### src/design/cdss_pkg.sv
// Types, constants and segment tables of the clock display scan sequencer.
package cdss_pkg;

    localparam int IN_DATA_W  = 48;
    localparam int OUT_DATA_W = 16;

    localparam logic [6:0] SEG_ALL_OFF = 7'h7F;

    // Scan phases in display order; value 15 is never reached.
    typedef enum logic [3:0] {
        PH_DAY_TENS    = 4'd0,
        PH_DAY_ONES    = 4'd1,
        PH_MONTH_TENS  = 4'd2,
        PH_MONTH_ONES  = 4'd3,
        PH_YEAR_HIGH   = 4'd4,
        PH_YEAR_TENS   = 4'd5,
        PH_YEAR_ONES   = 4'd6,
        PH_HOUR_TENS   = 4'd7,
        PH_HOUR_ONES   = 4'd8,
        PH_MINUTE_TENS = 4'd9,
        PH_MINUTE_ONES = 4'd10,
        PH_TEMP_TENS   = 4'd11,
        PH_TEMP_ONES   = 4'd12,
        PH_WEEKDAY     = 4'd13,
        PH_LEDS        = 4'd14
    } phase_t;

    // Common line codes.
    localparam logic [3:0] COM_DAY_TENS    = 4'd0;
    localparam logic [3:0] COM_DAY_ONES    = 4'd1;
    localparam logic [3:0] COM_MONTH_ONES  = 4'd2;
    localparam logic [3:0] COM_YEAR_TENS   = 4'd3;
    localparam logic [3:0] COM_YEAR_ONES   = 4'd4;
    localparam logic [3:0] COM_HOUR_TENS   = 4'd5;
    localparam logic [3:0] COM_HOUR_ONES   = 4'd6;
    localparam logic [3:0] COM_MINUTE_TENS = 4'd7;
    localparam logic [3:0] COM_MINUTE_ONES = 4'd8;
    localparam logic [3:0] COM_TEMP_ONES   = 4'd9;
    localparam logic [3:0] COM_TEMP_TENS   = 4'd10;
    localparam logic [3:0] COM_WEEKDAY     = 4'd11;
    localparam logic [3:0] COM_LEDS        = 4'd12;
    localparam logic [3:0] COM_IDLE        = 4'd0;

    // Segment bit positions, active low.
    localparam int SEG_A = 0;
    localparam int SEG_B = 1;
    localparam int SEG_C = 2;
    localparam int SEG_D = 3;
    localparam int SEG_E = 4;
    localparam int SEG_F = 5;
    localparam int SEG_G = 6;

    localparam logic [3:0] DIGIT_BLANK = 4'd10;

    typedef logic [7:0] digit_code_array_t [0:10];
    localparam digit_code_array_t DIGIT_CODES = '{
        8'hC0, 8'hF9, 8'hA4, 8'hB0, 8'h99, 8'h92, 8'h82, 8'hF8, 8'h80, 8'h90, 8'hFF
    };

    // One request as held in the input register; the year is kept modulo 100.
    typedef struct packed {
        logic [4:0] day;
        logic [3:0] month;
        logic [6:0] year_mod100;
        logic [4:0] hour;
        logic [5:0] minute;
        logic [6:0] temperature;
        logic [2:0] weekday;
    } in_item_t;

    typedef struct packed {
        logic [6:0] segment_drive;
        logic [3:0] common_select;
        logic       common_enable;
        phase_t     next_phase;
    } scan_out_t;

    // Active-low pattern of one decimal digit; anything above nine is blank.
    function automatic logic [6:0] digit_pattern(input logic [3:0] d);
        logic [3:0] idx;
        logic [7:0] code;
        idx  = (d > 4'd9) ? DIGIT_BLANK : d;
        code = DIGIT_CODES[idx];
        return code[6:0];
    endfunction

    // Tens digit of a value below 128 by reciprocal multiply (205 / 2048).
    function automatic logic [3:0] tens_of(input logic [6:0] x);
        logic [14:0] prod;
        prod = 15'(x) * 15'd205;
        return prod[14:11];
    endfunction

    // Ones digit given the value and its tens digit.
    function automatic logic [3:0] ones_of(input logic [6:0] x, input logic [3:0] tens);
        logic [6:0] t10;
        logic [6:0] diff;
        t10  = (7'(tens) << 3) + (7'(tens) << 1);
        diff = x - t10;
        return diff[3:0];
    endfunction

endpackage

### src/design/cdss_seg_decode.sv
// Segment pattern, common line and next phase for one scan phase.
module cdss_seg_decode
    import cdss_pkg::*;
(
    input  phase_t    phase,
    input  in_item_t  item,
    output scan_out_t result
);

    logic [3:0] day_tens, day_ones;
    logic [3:0] month_ones;
    logic [3:0] year_tens, year_ones;
    logic [3:0] hour_tens, hour_ones;
    logic [3:0] minute_tens, minute_ones;
    logic [3:0] temp_tens, temp_ones;
    logic [3:0] month_tens;

    always_comb
    begin
        day_tens    = tens_of(7'(item.day));
        day_ones    = ones_of(7'(item.day), day_tens);
        month_tens  = tens_of(7'(item.month));
        month_ones  = ones_of(7'(item.month), month_tens);
        year_tens   = tens_of(item.year_mod100);
        year_ones   = ones_of(item.year_mod100, year_tens);
        hour_tens   = tens_of(7'(item.hour));
        hour_ones   = ones_of(7'(item.hour), hour_tens);
        minute_tens = tens_of(7'(item.minute));
        minute_ones = ones_of(7'(item.minute), minute_tens);
        temp_tens   = tens_of(item.temperature);
        temp_ones   = ones_of(item.temperature, temp_tens);
    end

    always_comb
    begin
        result.segment_drive = SEG_ALL_OFF;
        result.common_select = COM_IDLE;
        result.common_enable = 1'b1;
        result.next_phase    = phase_t'(phase + 4'd1);
        unique case (phase)
            PH_DAY_TENS:
            begin
                // Leading zero is blanked; segment f marks a two-digit month.
                if (day_tens != 4'd0)
                    result.segment_drive = digit_pattern(day_tens);
                if (month_tens != 4'd0)
                    result.segment_drive[SEG_F] = 1'b0;
                result.common_select = COM_DAY_TENS;
            end
            PH_DAY_ONES:
            begin
                result.segment_drive = digit_pattern(day_ones);
                result.common_select = COM_DAY_ONES;
            end
            PH_MONTH_TENS, PH_YEAR_HIGH:
            begin
                result.common_enable = 1'b0;
            end
            PH_MONTH_ONES:
            begin
                result.segment_drive = digit_pattern(month_ones);
                result.common_select = COM_MONTH_ONES;
            end
            PH_YEAR_TENS:
            begin
                result.segment_drive = digit_pattern(year_tens);
                result.common_select = COM_YEAR_TENS;
            end
            PH_YEAR_ONES:
            begin
                result.segment_drive = digit_pattern(year_ones);
                result.common_select = COM_YEAR_ONES;
            end
            PH_HOUR_TENS:
            begin
                if (hour_tens != 4'd0)
                    result.segment_drive = digit_pattern(hour_tens);
                result.common_select = COM_HOUR_TENS;
            end
            PH_HOUR_ONES:
            begin
                result.segment_drive = digit_pattern(hour_ones);
                result.common_select = COM_HOUR_ONES;
            end
            PH_MINUTE_TENS:
            begin
                result.segment_drive = digit_pattern(minute_tens);
                result.common_select = COM_MINUTE_TENS;
            end
            PH_MINUTE_ONES:
            begin
                result.segment_drive = digit_pattern(minute_ones);
                result.common_select = COM_MINUTE_ONES;
            end
            PH_TEMP_TENS:
            begin
                result.segment_drive = digit_pattern(temp_tens);
                result.common_select = COM_TEMP_TENS;
            end
            PH_TEMP_ONES:
            begin
                result.segment_drive = digit_pattern(temp_ones);
                result.common_select = COM_TEMP_ONES;
            end
            PH_WEEKDAY:
            begin
                // A weekday of seven lights nothing but still enables the common.
                case (item.weekday)
                    3'd0:    result.segment_drive[SEG_G] = 1'b0;
                    3'd1:    result.segment_drive[SEG_F] = 1'b0;
                    3'd2:    result.segment_drive[SEG_A] = 1'b0;
                    3'd3:    result.segment_drive[SEG_B] = 1'b0;
                    3'd4:    result.segment_drive[SEG_C] = 1'b0;
                    3'd5:    result.segment_drive[SEG_E] = 1'b0;
                    3'd6:    result.segment_drive[SEG_D] = 1'b0;
                    default: result.segment_drive = SEG_ALL_OFF;
                endcase
                result.common_select = COM_WEEKDAY;
            end
            PH_LEDS:
            begin
                result.segment_drive[SEG_C] = 1'b0;
                result.segment_drive[SEG_D] = 1'b0;
                result.common_select = COM_LEDS;
                result.next_phase    = PH_DAY_TENS;
            end
            default:
            begin
                result.common_enable = 1'b0;
                result.next_phase    = PH_DAY_TENS;
            end
        endcase
    end

endmodule

### src/design/clock_display_scan_sequencer_unit.sv
// Top level of the clock display scan sequencer.
//
//  channel   direction  fields
//  s_axis    in         day, month, year, hour, minute, temperature, weekday
//  m_axis    out        segment_drive, common_select, common_enable
//
// One request per cycle while m_tready is high; each request is held in the input register,
// then its result in the result register. The phase sequence has 15 steps.
// Reset puts the scanner in the day tens phase and empties both registers.
// A stall on m_tready holds the result; the input register still takes one more
// request, and s_tready then follows m_tready combinationally.
module clock_display_scan_sequencer_unit
    import cdss_pkg::*;
(
    input  logic                  clk,
    input  logic                  rst_n,
    input  logic                  s_tvalid,
    output logic                  s_tready,
    // day[4:0], month[8:5], year[22:9], hour[27:23], minute[33:28],
    // temperature[40:34], weekday[43:41], zero fill[47:44]
    input  logic [IN_DATA_W-1:0]  s_tdata,
    output logic                  m_tvalid,
    input  logic                  m_tready,
    // segment_drive[6:0], common_select[10:7], common_enable[11], zero fill[15:12]
    output logic [OUT_DATA_W-1:0] m_tdata
);

    logic       in_valid_reg;
    in_item_t   in_item_reg, in_item_next;
    phase_t     phase_reg;
    logic       out_valid_reg;
    logic [6:0] seg_reg;
    logic [3:0] sel_reg;
    logic       en_reg;
    logic       out_load;
    logic       in_load;
    scan_out_t  decoded;

    logic [13:0] year_in;
    logic [27:0] year_prod;
    logic [7:0]  year_hundreds;
    logic [14:0] year_hundreds_x100;
    logic [14:0] year_rem;

    assign out_load = in_valid_reg && (!out_valid_reg || m_tready);
    assign s_tready = !in_valid_reg || !out_valid_reg || m_tready;
    assign in_load  = s_tvalid && s_tready;

    // Only the last two year digits are shown, so the year is reduced modulo 100
    // on the way in; 5243 / 2^19 gives the exact quotient below 16384.
    always_comb
    begin
        year_in            = s_tdata[22:9];
        year_prod          = 28'(year_in) * 28'd5243;
        year_hundreds      = year_prod[26:19];
        year_hundreds_x100 = (15'(year_hundreds) << 6) + (15'(year_hundreds) << 5)
                           + (15'(year_hundreds) << 2);
        year_rem           = 15'(year_in) - year_hundreds_x100;

        in_item_next.day         = s_tdata[4:0];
        in_item_next.month       = s_tdata[8:5];
        in_item_next.year_mod100 = year_rem[6:0];
        in_item_next.hour        = s_tdata[27:23];
        in_item_next.minute      = s_tdata[33:28];
        in_item_next.temperature = s_tdata[40:34];
        in_item_next.weekday     = s_tdata[43:41];
    end

    cdss_seg_decode u_decode (
        .phase  (phase_reg),
        .item   (in_item_reg),
        .result (decoded)
    );

    always_ff @(posedge clk or negedge rst_n)
    begin
        if (!rst_n)
        begin
            in_valid_reg  <= 1'b0;
            out_valid_reg <= 1'b0;
            phase_reg     <= PH_DAY_TENS;
        end
        else
        begin
            if (in_load)
                in_valid_reg <= 1'b1;
            else if (out_load)
                in_valid_reg <= 1'b0;

            if (out_load)
            begin
                out_valid_reg <= 1'b1;
                phase_reg     <= decoded.next_phase;
            end
            else if (m_tready)
            begin
                out_valid_reg <= 1'b0;
            end
        end
    end

    always_ff @(posedge clk)
    begin
        if (in_load)
            in_item_reg <= in_item_next;
        if (out_load)
        begin
            seg_reg <= decoded.segment_drive;
            sel_reg <= decoded.common_select;
            en_reg  <= decoded.common_enable;
        end
    end

    assign m_tvalid = out_valid_reg;
    assign m_tdata  = {4'b0000, en_reg, sel_reg, seg_reg};

endmodule

### config.mk
export PLATFORM = sky130hd
export DESIGN_NAME = clock_display_scan_sequencer_unit
export DESIGN_NICKNAME = d
export VERILOG_FILES = /design/src/design/cdss_pkg.sv /design/src/design/cdss_seg_decode.sv /design/src/design/clock_display_scan_sequencer_unit.sv
export SDC_FILE = /design/constraint.sdc
export NUM_CORES = 1
export LEC_CHECK = 0
export ABC_CLOCK_PERIOD_IN_PS = 5600
export BUFFER_PORTS_ARGS = -buffer_cell sky130_fd_sc_hd__buf_2
export CAP_MARGIN = 25
export CORE_AREA = 2 2 153 155
export DETAILED_ROUTE_END_ITERATION = 8
export DIE_AREA = 0 0 155 157
export MAX_ROUTING_LAYER = met4
export PLACE_DENSITY = 0.75
export SLEW_MARGIN = 20
export SYNTH_ARGS = -nofsm -noshare
export SYNTH_HDL_FRONTEND = slang
export SYNTH_HIERARCHICAL = 1
export SYNTH_SLANG_ARGS = --single-unit
### constraint.sdc
create_clock -name clk -period 5.6 [get_ports clk]
set_clock_uncertainty 0.1 [all_clocks]
set_input_delay 1.4 -clock clk [delete_from_list [all_inputs] [get_ports clk]]
set_output_delay 1.4 -clock clk [all_outputs]
set_load 0.02 [all_outputs]
# Word-level counts from Yosys, hierarchy flattened
# Memories as Yosys holds them, arrays and structs flattened.
# Cells that the tools add are included.
# word_totals
elab_cells	168
romBits	1408
output_inout_bits	18
memories	11
ff_bits	55
# classes
bitwise	11
n_eq_ne	20
magnitude_cmp	22
muxes	53
n_addsub	16
n_mul	7
n_reduce_logical	15
# memory_table
memory	words	width	read_ports	rd_clocked_by_memory_dff	wr	line_no	rtl
(no name shown)	16	8	1	0	0	cdss_pkg.sv:83	code = DIGIT_CODES[idx];
(no name shown)	16	8	1	0	0	cdss_pkg.sv:83	
(no name shown)	16	8	1	0	0	cdss_pkg.sv:83	
(no name shown)	16	8	1	0	0	cdss_pkg.sv:83	
(no name shown)	16	8	1	0	0	cdss_pkg.sv:83	
(no name shown)	16	8	1	0	0	cdss_pkg.sv:83	
5 more memories	-	-	-	-	-	-	
# op_table
operator	n
2-to-1 mux 7 bit	24
>= comparator 5 bit (second input constant)	11
inverter 4 -> 5 bit	11
2-to-1 mux 4 bit	12
one-hot mux 4 bit (12 select lines)	1
one-hot mux 3 bit (12 select lines)	1
> comparator 4 bit (second input constant)	8
multiplier 7 x 8 -> 15 bit (second input constant)	2
== test 4 bit (second input constant)	7
multiplier 5 x 8 -> 13 bit (second input constant)	2
one-hot mux 2 bit (13 select lines)	1
multiplier 14 x 13 -> 24 bit (second input constant)	1
one-hot mux 2 bit (12 select lines)	1
subtractor 4 bit	6
== test 4 x 3 -> 1 bit (second input constant)	4
adder 7 bit	2
multiplier 6 x 8 -> 14 bit (second input constant)	1
OR reduction 14 bit	1
2-to-1 mux 1 bit	13
OR reduction 13 bit	1
adder 4 bit	3
multiplier 4 x 8 -> 12 bit (second input constant)	1
== test 3 bit (second input constant)	3
adder 4 x 3 -> 4 bit	2
other kinds (16)	25

# Depth between registers and ports, before layout
# Gate-level depths: netlist of the first run.
# depth
depth_word	10
ltp_mapped	27

# Modules after synthesis
# Netlist of the first run, hierarchy kept.
# by_module_without_submodules
mod	area_each_um2	cells_each	n_inst
cdss_seg_decode	7314.5	912	1
clock_display_scan_sequencer_unit	5008.6	400	1

# Worst setup path before layout of the first run
# Ideal clock, no wire load.
# synth_path
kind	input to register
from	input s_tdata[19]
to	register in_item_reg[27] (netlist bit) (data pin)
cell_stages	27
arrival_ns	6.562
required_ns	5.238
setup_slack_ns	-1.325
n_path_buf	0
setup_time_ns	0.262
path_cell_list	fa_1 > ha_1 > inv_1 > fa_1 > inv_1 > fa_1 > inv_1 > fa_1 > inv_1 > ha_1 > a21oi_1 > a21boi_0 > nor2_1 > nand3_1 > a22oi_1 > nor2b_1 > xnor2_1 > ha_1 > inv_1 > ha_1 > o21a_1 > o21a_1 > nor2_1 > xnor2_1 > xnor2_1 > xnor2_1 > xnor2_1
# synth_between
elab_chain_cells	4
# synth_lines
item	line_no	rtl
start, declared	clock_display_scan_sequencer_unit.sv:21	input logic [IN_DATA_W-1:0] s_tdata,
multiplier 14 x 13 -> 24 bit (*)	clock_display_scan_sequencer_unit.sv:54	year_prod = 28'(year_in) * 28'd5243;
adder 7 bit	clock_display_scan_sequencer_unit.sv:56	year_hundreds_x100 = (15'(year_hundreds) << 6) + (15'(year_hundreds) << 5)
adder 7 bit (*)	clock_display_scan_sequencer_unit.sv:57	+ (15'(year_hundreds) << 2);
subtractor 7 bit (*)	clock_display_scan_sequencer_unit.sv:58	year_rem = 15'(year_in) - year_hundreds_x100;
net year_rem[6]	clock_display_scan_sequencer_unit.sv:43	logic [14:0] year_rem;
end signal, assigned	clock_display_scan_sequencer_unit.sv:105	in_item_reg <= in_item_next;
end, declared	clock_display_scan_sequencer_unit.sv:29	in_item_t in_item_reg, in_item_next;
# The timed path passes the listed nets; every way through them passes the cells marked *.
# A chain may end at the register's enable or synchronous reset.

# Final worst setup path of the first run
# Same ends and word-level chain as after synthesis.

==> summary.md, run 1 <==
| Metric | Value |
|---|---|
| Status | finished with violations |
| Violated checks | negative setup slack |
| Seq/Total Area, Yosys | 13.2% |
| Htree depth | 2 |
| Worst EP required | 5.56 ns |
| Post-Route WL | 30900 um |
| Global route total overflow | 0 |
| Syn Inst Count | 1312 |
| All-Layer GR Usage | 26.1% |
| First-pass GRT wire length | 50100 um |
| # diodes | 0 |
| R2R Path End | seg_reg[4]$_DFFE_PP_ |
| Max frequency | 145 MHz |
| IO Port Bufs | 61 |
| Slew Viols, Final | 0 |
| Worst Path Class, Setup | in2reg |
| Layout cells sized above 1 | 29.0% |
| DRC | 0 |
| Final WS setup | -1.29 ns |
| Clk slew on worst S/H paths | 0.09 ns |
| Final cycle utilization of the critical path | 123% |
| Main synth FF type | edfxtp_1 |
| Initial core utilization | 54.8% |
| Clock root buffer | clkbuf_16 |
| Final Wtd Congestion | 0.964 |
| Syn_area_per_cell | 9.39 um2 |
| Post-synth EDFFs | 49 |
| Reg2reg start | in_item_reg[7]$_DFFE_PP_ |
| Total CTS buffers | 5 |
| RSZ-0062 raised after global routing | yes |
| Crit-path max FO | 6 |
| Synth unique cells | 93 |
| Ys async rst share | 10.9% |
| Horiz. Die Dim | 155 um |
| Commonest non-fill, non-tap cell in the layout | ha_1 |
| Worst min path class | reg2reg |
| Die area | 24300 um2 |
| IO Pins | 70 |
| Final setup fails | 11 |
| Crit. End Element | register |
| CTS tree | yes |
| Hold-fix buffers, CTS | 0 |
| R2R cell count | 26 |
| Nets@finish | 2050 |
| Setup crit end | in_item_reg[27]$_DFFE_PP_ |
| Max cap viols | 0 |
| Initial antenna violation count | 0 |
| Worst EP arrival | 6.85 ns |
| Reg2reg setup slack | -0.36 ns |
| Sinks on Clock Net | 55 |
| Largest register FFs | 37 |
| Vias | 10400 |
| Slew headroom | 56.1% |
| Vias per Instance | 5.58 |
| Worst skew pair latency | 0.31 ns |
| CTS Buffer Depth | 2 |
| Worst Max-Slew Pin Slew | 0.653 ns |
| Largest net degree at the start of global routing | 38 |
| Final HPWL DP | 24900 um |
| Antenna Violating Nets Remaining | 0 |
| WL/cell | 16.5 um |
| Area Overhead vs Synth | 26.4% |
| Commonest non-fill, non-tap cells in the layout | ha_1, buf_4, inv_1 |
| FF+latch count, synth | 55 |
| Fin. Hold Viols | 0 |
| Vias in the first global route | 10700 |
| Router iterations before antenna repair | 7 |
| Post-layout util | 69.2% |
| Cell Rows | 55 |
| Post-layout min period | 6.89 ns |
| Crit path launch type | input pin |
| Crit path launch | s_tdata[19] |
| Yosys Warn Count | 6 |
| Die H | 157 um |
| Core ar. | 22500 um2 |
| First DRT Iteration DRCs | 607 |
| Synthesized cell area | 12300 um2 |
-- per-layer routing --
metal	GRT usage, %	up-vias	part of all wire [%]
met1	32.2	4983	43
li1	-	5091	-
met5	-	-	0
met4	7.36	0	2.9
met3	3.06	67	4.7
met2	45.4	303	49
-- critical path, cell delays in order --
cell and delay (ns):
buf_12 0.12, fa_1 0.48, ha_1 0.31, inv_2 0.04
fa_1 0.47, inv_1 0.05, fa_1 0.49, inv_2 0.04
fa_1 0.51, inv_2 0.05, ha_4 0.27, nand4_1 0.13
nor2_2 0.14, o311ai_2 0.13, nand3_2 0.12, a22oi_2 0.08
a21oi_1 0.15, o21ai_1 0.10, ha_1 0.34, ha_4 0.27
inv_2 0.03, ha_4 0.26, o21a_1 0.13, nor2_1 0.06
xnor2_1 0.26, xnor2_1 0.18, xnor2_1 0.16, xnor2_1 0.08
-- cell usage after synthesis, drive strengths merged, types with 4 or more instances --
library cell / count / area (um2)
ha: 324 / 4050
inv: 229 / 860
fa: 88 / 1760
nand2: 84 / 320
nor2: 56 / 210
edfxtp: 49 / 1470
a21oi: 47 / 258
xnor2: 41 / 374
o21ai: 36 / 184
nand3: 26 / 135
nor3: 22 / 110
nand4: 21 / 131
xor2: 21 / 203
a211oi: 19 / 158
and2: 16 / 104
mux2i: 15 / 150
nor2b: 15 / 93.8
o21a: 15 / 113
clkbuf: 11 / 71.3
or2: 11 / 71.3
nand2b: 9 / 56.3
o31ai: 9 / 67.6
and3: 8 / 56.3
buf: 8 / 53.8
a31oi: 7 / 43.8
o211ai: 7 / 52.6
a2111oi: 6 / 58.8
a311oi: 6 / 58.8
dfrtp: 6 / 150
mux2: 6 / 67.6
nand3b: 6 / 45.0
a211o: 5 / 45.0
a21o: 5 / 37.5
and4: 5 / 45.0
o22ai: 5 / 37.5
nand4b: 4 / 35.0
nor3b: 4 / 35.0
nor4: 4 / 40.0
or3: 4 / 25.0
-- worst min path at each step --
stage,startpoint,end,slack [ns],cells past startpoint
6_report,in_valid_reg$_DFFE_PN0P_,m_tvalid$_DFFE_PN0P_,0.40,1
5_1_grt,in_valid_reg$_DFFE_PN0P_,m_tvalid$_DFFE_PN0P_,0.43,1
4_1_cts,in_valid_reg$_DFFE_PN0P_,m_tvalid$_DFFE_PN0P_,0.40,1
3_5_place_dp,in_valid_reg$_DFFE_PN0P_,m_tvalid$_DFFE_PN0P_,0.40,1
3_3_place_gp,in_valid_reg$_DFFE_PN0P_,m_tvalid$_DFFE_PN0P_,0.37,1
2_1_floorplan,in_valid_reg$_DFFE_PN0P_,m_tvalid$_DFFE_PN0P_,0.36,1
-- repair_timing --
action,in CTS,in global routing
buffers inserted,20,21
endpoints found under the setup margin,11,12
gates cloned,0,0
pin swaps,71,45
gates resized for setup,88,42
-- metrics by stage --
step / setup TNS [ns] / hold WS, ns / setup WS (ns) / instances / area, um2
3_5_place_dp: -6.76 / 0.396 / -1.70 / 1824 / 14400
4_1_cts: -3.58 / 0.399 / -1.21 / 1850 / 15200
3_3_place_gp: -5.24 / 0.374 / -1.47 / 1824 / 14400
2_1_floorplan: -2.12 / 0.357 / -1.16 / 1315 / 12500
6_report: -4.65 / 0.399 / -1.29 / 1872 / 15600
5_1_grt: -6.57 / 0.434 / -1.52 / 1872 / 15600
-- final cells by class --
type                       instances  area [um2]
multi-input combinational       1012       10500
fill                            1634        6920
timing repair buffer             283        2050
sequential                        55        1620
inverter                         229         872
tap                              285         357
clock buffer                       5         125
clock inverter                     3        47.5
-- kinds of logic (layout without fill, tap and decap cells) --
group                    after synthesis  in the layout  share of synthesized area (%)
adder cells (fa/ha/maj)              412            412                           47.2
AND/OR/NAND/NOR                      306            306                           13.1
buffers and inverters                248            520                           7.99
AO/OA/AOI/OAI                        206            206                           11.9
flip-flops                            55             55                           13.2
XOR/XNOR                              63             63                           4.87
multiplexers                          21             21                           1.77
other                                  1              4                         0.0304
Power of run 1 is not shown: default switching activity piles up to over one toggle a cycle in this logic, so the estimate is an artifact.
==> run 2, diff against run 1 <==
--- a/config.mk
+++ b/config.mk
@@ -6,7 +6,7 @@
 export NUM_CORES = 1
 export LEC_CHECK = 0
 export ABC_CLOCK_PERIOD_IN_PS = 5600
-export BUFFER_PORTS_ARGS = -buffer_cell sky130_fd_sc_hd__buf_2
+export BUFFER_PORTS_ARGS = -buffer_cell sky130_fd_sc_hd__buf_4
 export CAP_MARGIN = 25
 export CORE_AREA = 2 2 153 155
 export DETAILED_ROUTE_END_ITERATION = 8
==> run 2 against run 1 <==
  * The run still ends with negative setup slack left
  * Final cell count decreased by 0.32%
  * Core utilization increased by 0.38 points
  * Critical path depth is the same
  * Via count shrank 0.35%
  * Non-clock buffer count fell by 6
  * Count of clock-buffer cells in the layout is 1 higher
  * Global-route usage grew 0.12 points
  * Hold slack better by 0.0087 ns
  * Die area stayed put
  * Sequential share of layout area is 0.057 points lower
  * Fmax decreased by 0.23%
  * Setup slack got worse by 0.016 ns
  * Largest cell class unchanged
==> summary.md, run 2 (synthesis results as in run 1) <==
| Metric | Value |
|---|---|
| Post-layout min period | 6.90 ns (was 6.89 ns) |
| Critical Path Slowest Stage Cell | fa_1 (unchanged) |
| Initial antenna violation count | 0 (unchanged) |
| IO Port Bufs | 61 (unchanged) |
| First DRT Iteration DRCs | 622 (was 607) |
| Worst skew pair latency | 0.31 ns (about the same) |
| Crit. End Element | register (unchanged) |
| Worst EP arrival | 6.87 ns (was 6.85 ns) |
| Slew headroom | 53.1% (was 56.1%) |
| Worst Path Class, Setup | in2reg (unchanged) |
| Vias per Instance | 5.58 (about the same) |
| Final WS setup | -1.30 ns (was -1.29 ns) |
| Die H | 157 um (unchanged) |
| Hold_ws | 0.408 ns (was 0.399 ns) |
| Max frequency | 145 MHz (about the same) |
| Sinks on Clock Net | 55 (unchanged) |
| Cell Rows | 55 (unchanged) |
| Area Overhead vs Synth | 27.1% (was 26.4%) |
| Commonest non-fill, non-tap cells in the layout | ha_1, buf_4, inv_1 (unchanged) |
| Worst min path class | reg2reg (unchanged) |
| WL/cell | 16.7 um (was 16.5 um) |
| All-Layer GR Usage | 26.2% (was 26.1%) |
| Largest register FFs | 37 (unchanged) |
| Total CTS buffers | 5 (unchanged) |
| Crit-path max cell delay | 0.54 ns (was 0.51 ns) |
| Worst EP required | 5.56 ns (about the same) |
| Clk slew on worst S/H paths | 0.08 ns (was 0.09 ns) |
| Final Non-Filler Cells | 1866 (was 1872) |
| Max cap viols | 0 (unchanged) |
| Clock root buffer | clkbuf_16 (unchanged) |
| Worst path bufs/invs | 7 (was 6) |
| CTS tree | yes (unchanged) |
| Top delay family on crit path | adder cells (unchanged) |
| Antenna Violating Nets Remaining | 0 (unchanged) |
| Die area | 24300 um2 (unchanged) |
| Router iterations before antenna repair | 5 (was 7) |
| Horiz. Die Dim | 155 um (unchanged) |
| Crit path launch type | input pin (unchanged) |
| Core ar. | 22500 um2 (unchanged) |
| Layout cells sized above 1 | 28.4% (was 29.0%) |
| Final Wtd Congestion | 0.948 (was 0.964) |
| Final setup fails | 11 (unchanged) |
| CTS Buffer Depth | 2 (unchanged) |
| Status | finished with violations (unchanged) |
| Post-Route WL | 31100 um (was 30900 um) |
| Reg2reg setup slack | -0.26 ns (was -0.36 ns) |
| # diodes | 0 (unchanged) |
| Vias in the first global route | 10600 (was 10700) |
| Largest net degree at the start of global routing | 38 (unchanged) |
| RSZ-0062 raised after global routing | yes (unchanged) |
| Placed Instances | 1832 (was 1824) |
| Worst Max-Slew Pin Slew | 0.699 ns (was 0.653 ns) |
| Final HPWL DP | 25200 um (was 24900 um) |
| Vias | 10400 (about the same) |
| Fin. Hold Viols | 0 (unchanged) |
| Final cycle utilization of the critical path | 123% (about the same) |
| Global route total overflow | 0 (unchanged) |
| Nets@finish | 2044 (was 2050) |
| Initial core utilization | 54.8% (unchanged) |
| Commonest non-fill, non-tap cell in the layout | ha_1 (unchanged) |
| Htree depth | 2 (unchanged) |
| DRC | 0 (unchanged) |
| First-pass GRT wire length | 49900 um (was 50100 um) |
| Violated checks | negative setup slack (unchanged) |
| Crit-path max FO | 4 (was 6) |
| IO Pins | 70 (unchanged) |
| Most Frequent Cell on Critical Path | fa_1 |
| Slew Viols, Final | 0 (unchanged) |
run 2: cell count changes in the layout (fill, tap and decap cells not counted), moves of 4 or more:
cell	change
ha_1	+4
buf_2	-55
o21ai_1	+4
buf_4	+51
run 2: path summary, 6_finish.rpt:
check	start	end	depth (start not counted)
max	s_tdata[14]	in_item_reg[27]$_DFFE_PP_	28
min	in_valid_reg$_DFFE_PN0P_	m_tvalid$_DFFE_PN0P_	1
max reg2reg	in_item_reg[9]$_DFFE_PP_	seg_reg[4]$_DFFE_PP_	27
min reg2reg	in_valid_reg$_DFFE_PN0P_	m_tvalid$_DFFE_PN0P_	1
max in group asynchronous	rst_n	phase_reg[2]$_DFFE_PN0P_	1
min in group asynchronous	rst_n	phase_reg[0]$_DFFE_PN0P_	1
run 2: layer usage:
layer	vias to the layer above	share of wire, %	wire length (um)	track usage [%]
li1	5076	-	-	-
met3	58	4.4	1370	2.75
met4	0	2.8	863	7.05
met1	4981	43	13300	32.1
met2	292	50	15600	46.4
met5	-	0	0	-
run 2: per-stage QoR:
step           setup TNS, ns  utilization (%)  setup slack [ns]  cell area, um2
4_1_cts                -3.26             67.8             -1.19           15300
3_3_place_gp           -5.35             65.1             -1.46           14600
3_5_place_dp           -6.81             65.1             -1.64           14600
5_1_grt                -7.05             69.6             -1.52           15700
2_1_floorplan          -2.12                -             -1.16           12500
6_report               -4.21             69.6             -1.30           15700
run 2: final cells by class:
type,instances,area [um2]
well taps,285,357
fillers,1616,6840
multi-input cells,1012,10500
flip-flops and latches,55,1620
repair buffers,277,2130
inverters,229,868
clock buffers,6,129
clock inverters,2,37.5
run 2: worst reg2reg max path: cells and delay by family, from the launching register on:
family / cells / cell delay [ns]
and+or+nand+nor: 8 / 1.22
muxes: 1 / 0.17
DFF: 1 / 0.44
buffers and inverters: 3 / 0.37
adders and majority gates: 7 / 2.02
AOI/OAI and AO/OA: 7 / 1.04
xor gates and xnor gates: 1 / 0.23
run 2: timing repair:
action / 4_1_cts / 5_1_grt
hold buffers: 0 / 0
setup buffers: 16 / 10
setup endpoints to repair: 11 / 11
pin swaps: 68 / 53
resized for setup: 73 / 46
gates cloned: 0 / 0
Power of run 2 is left out for the same reason.
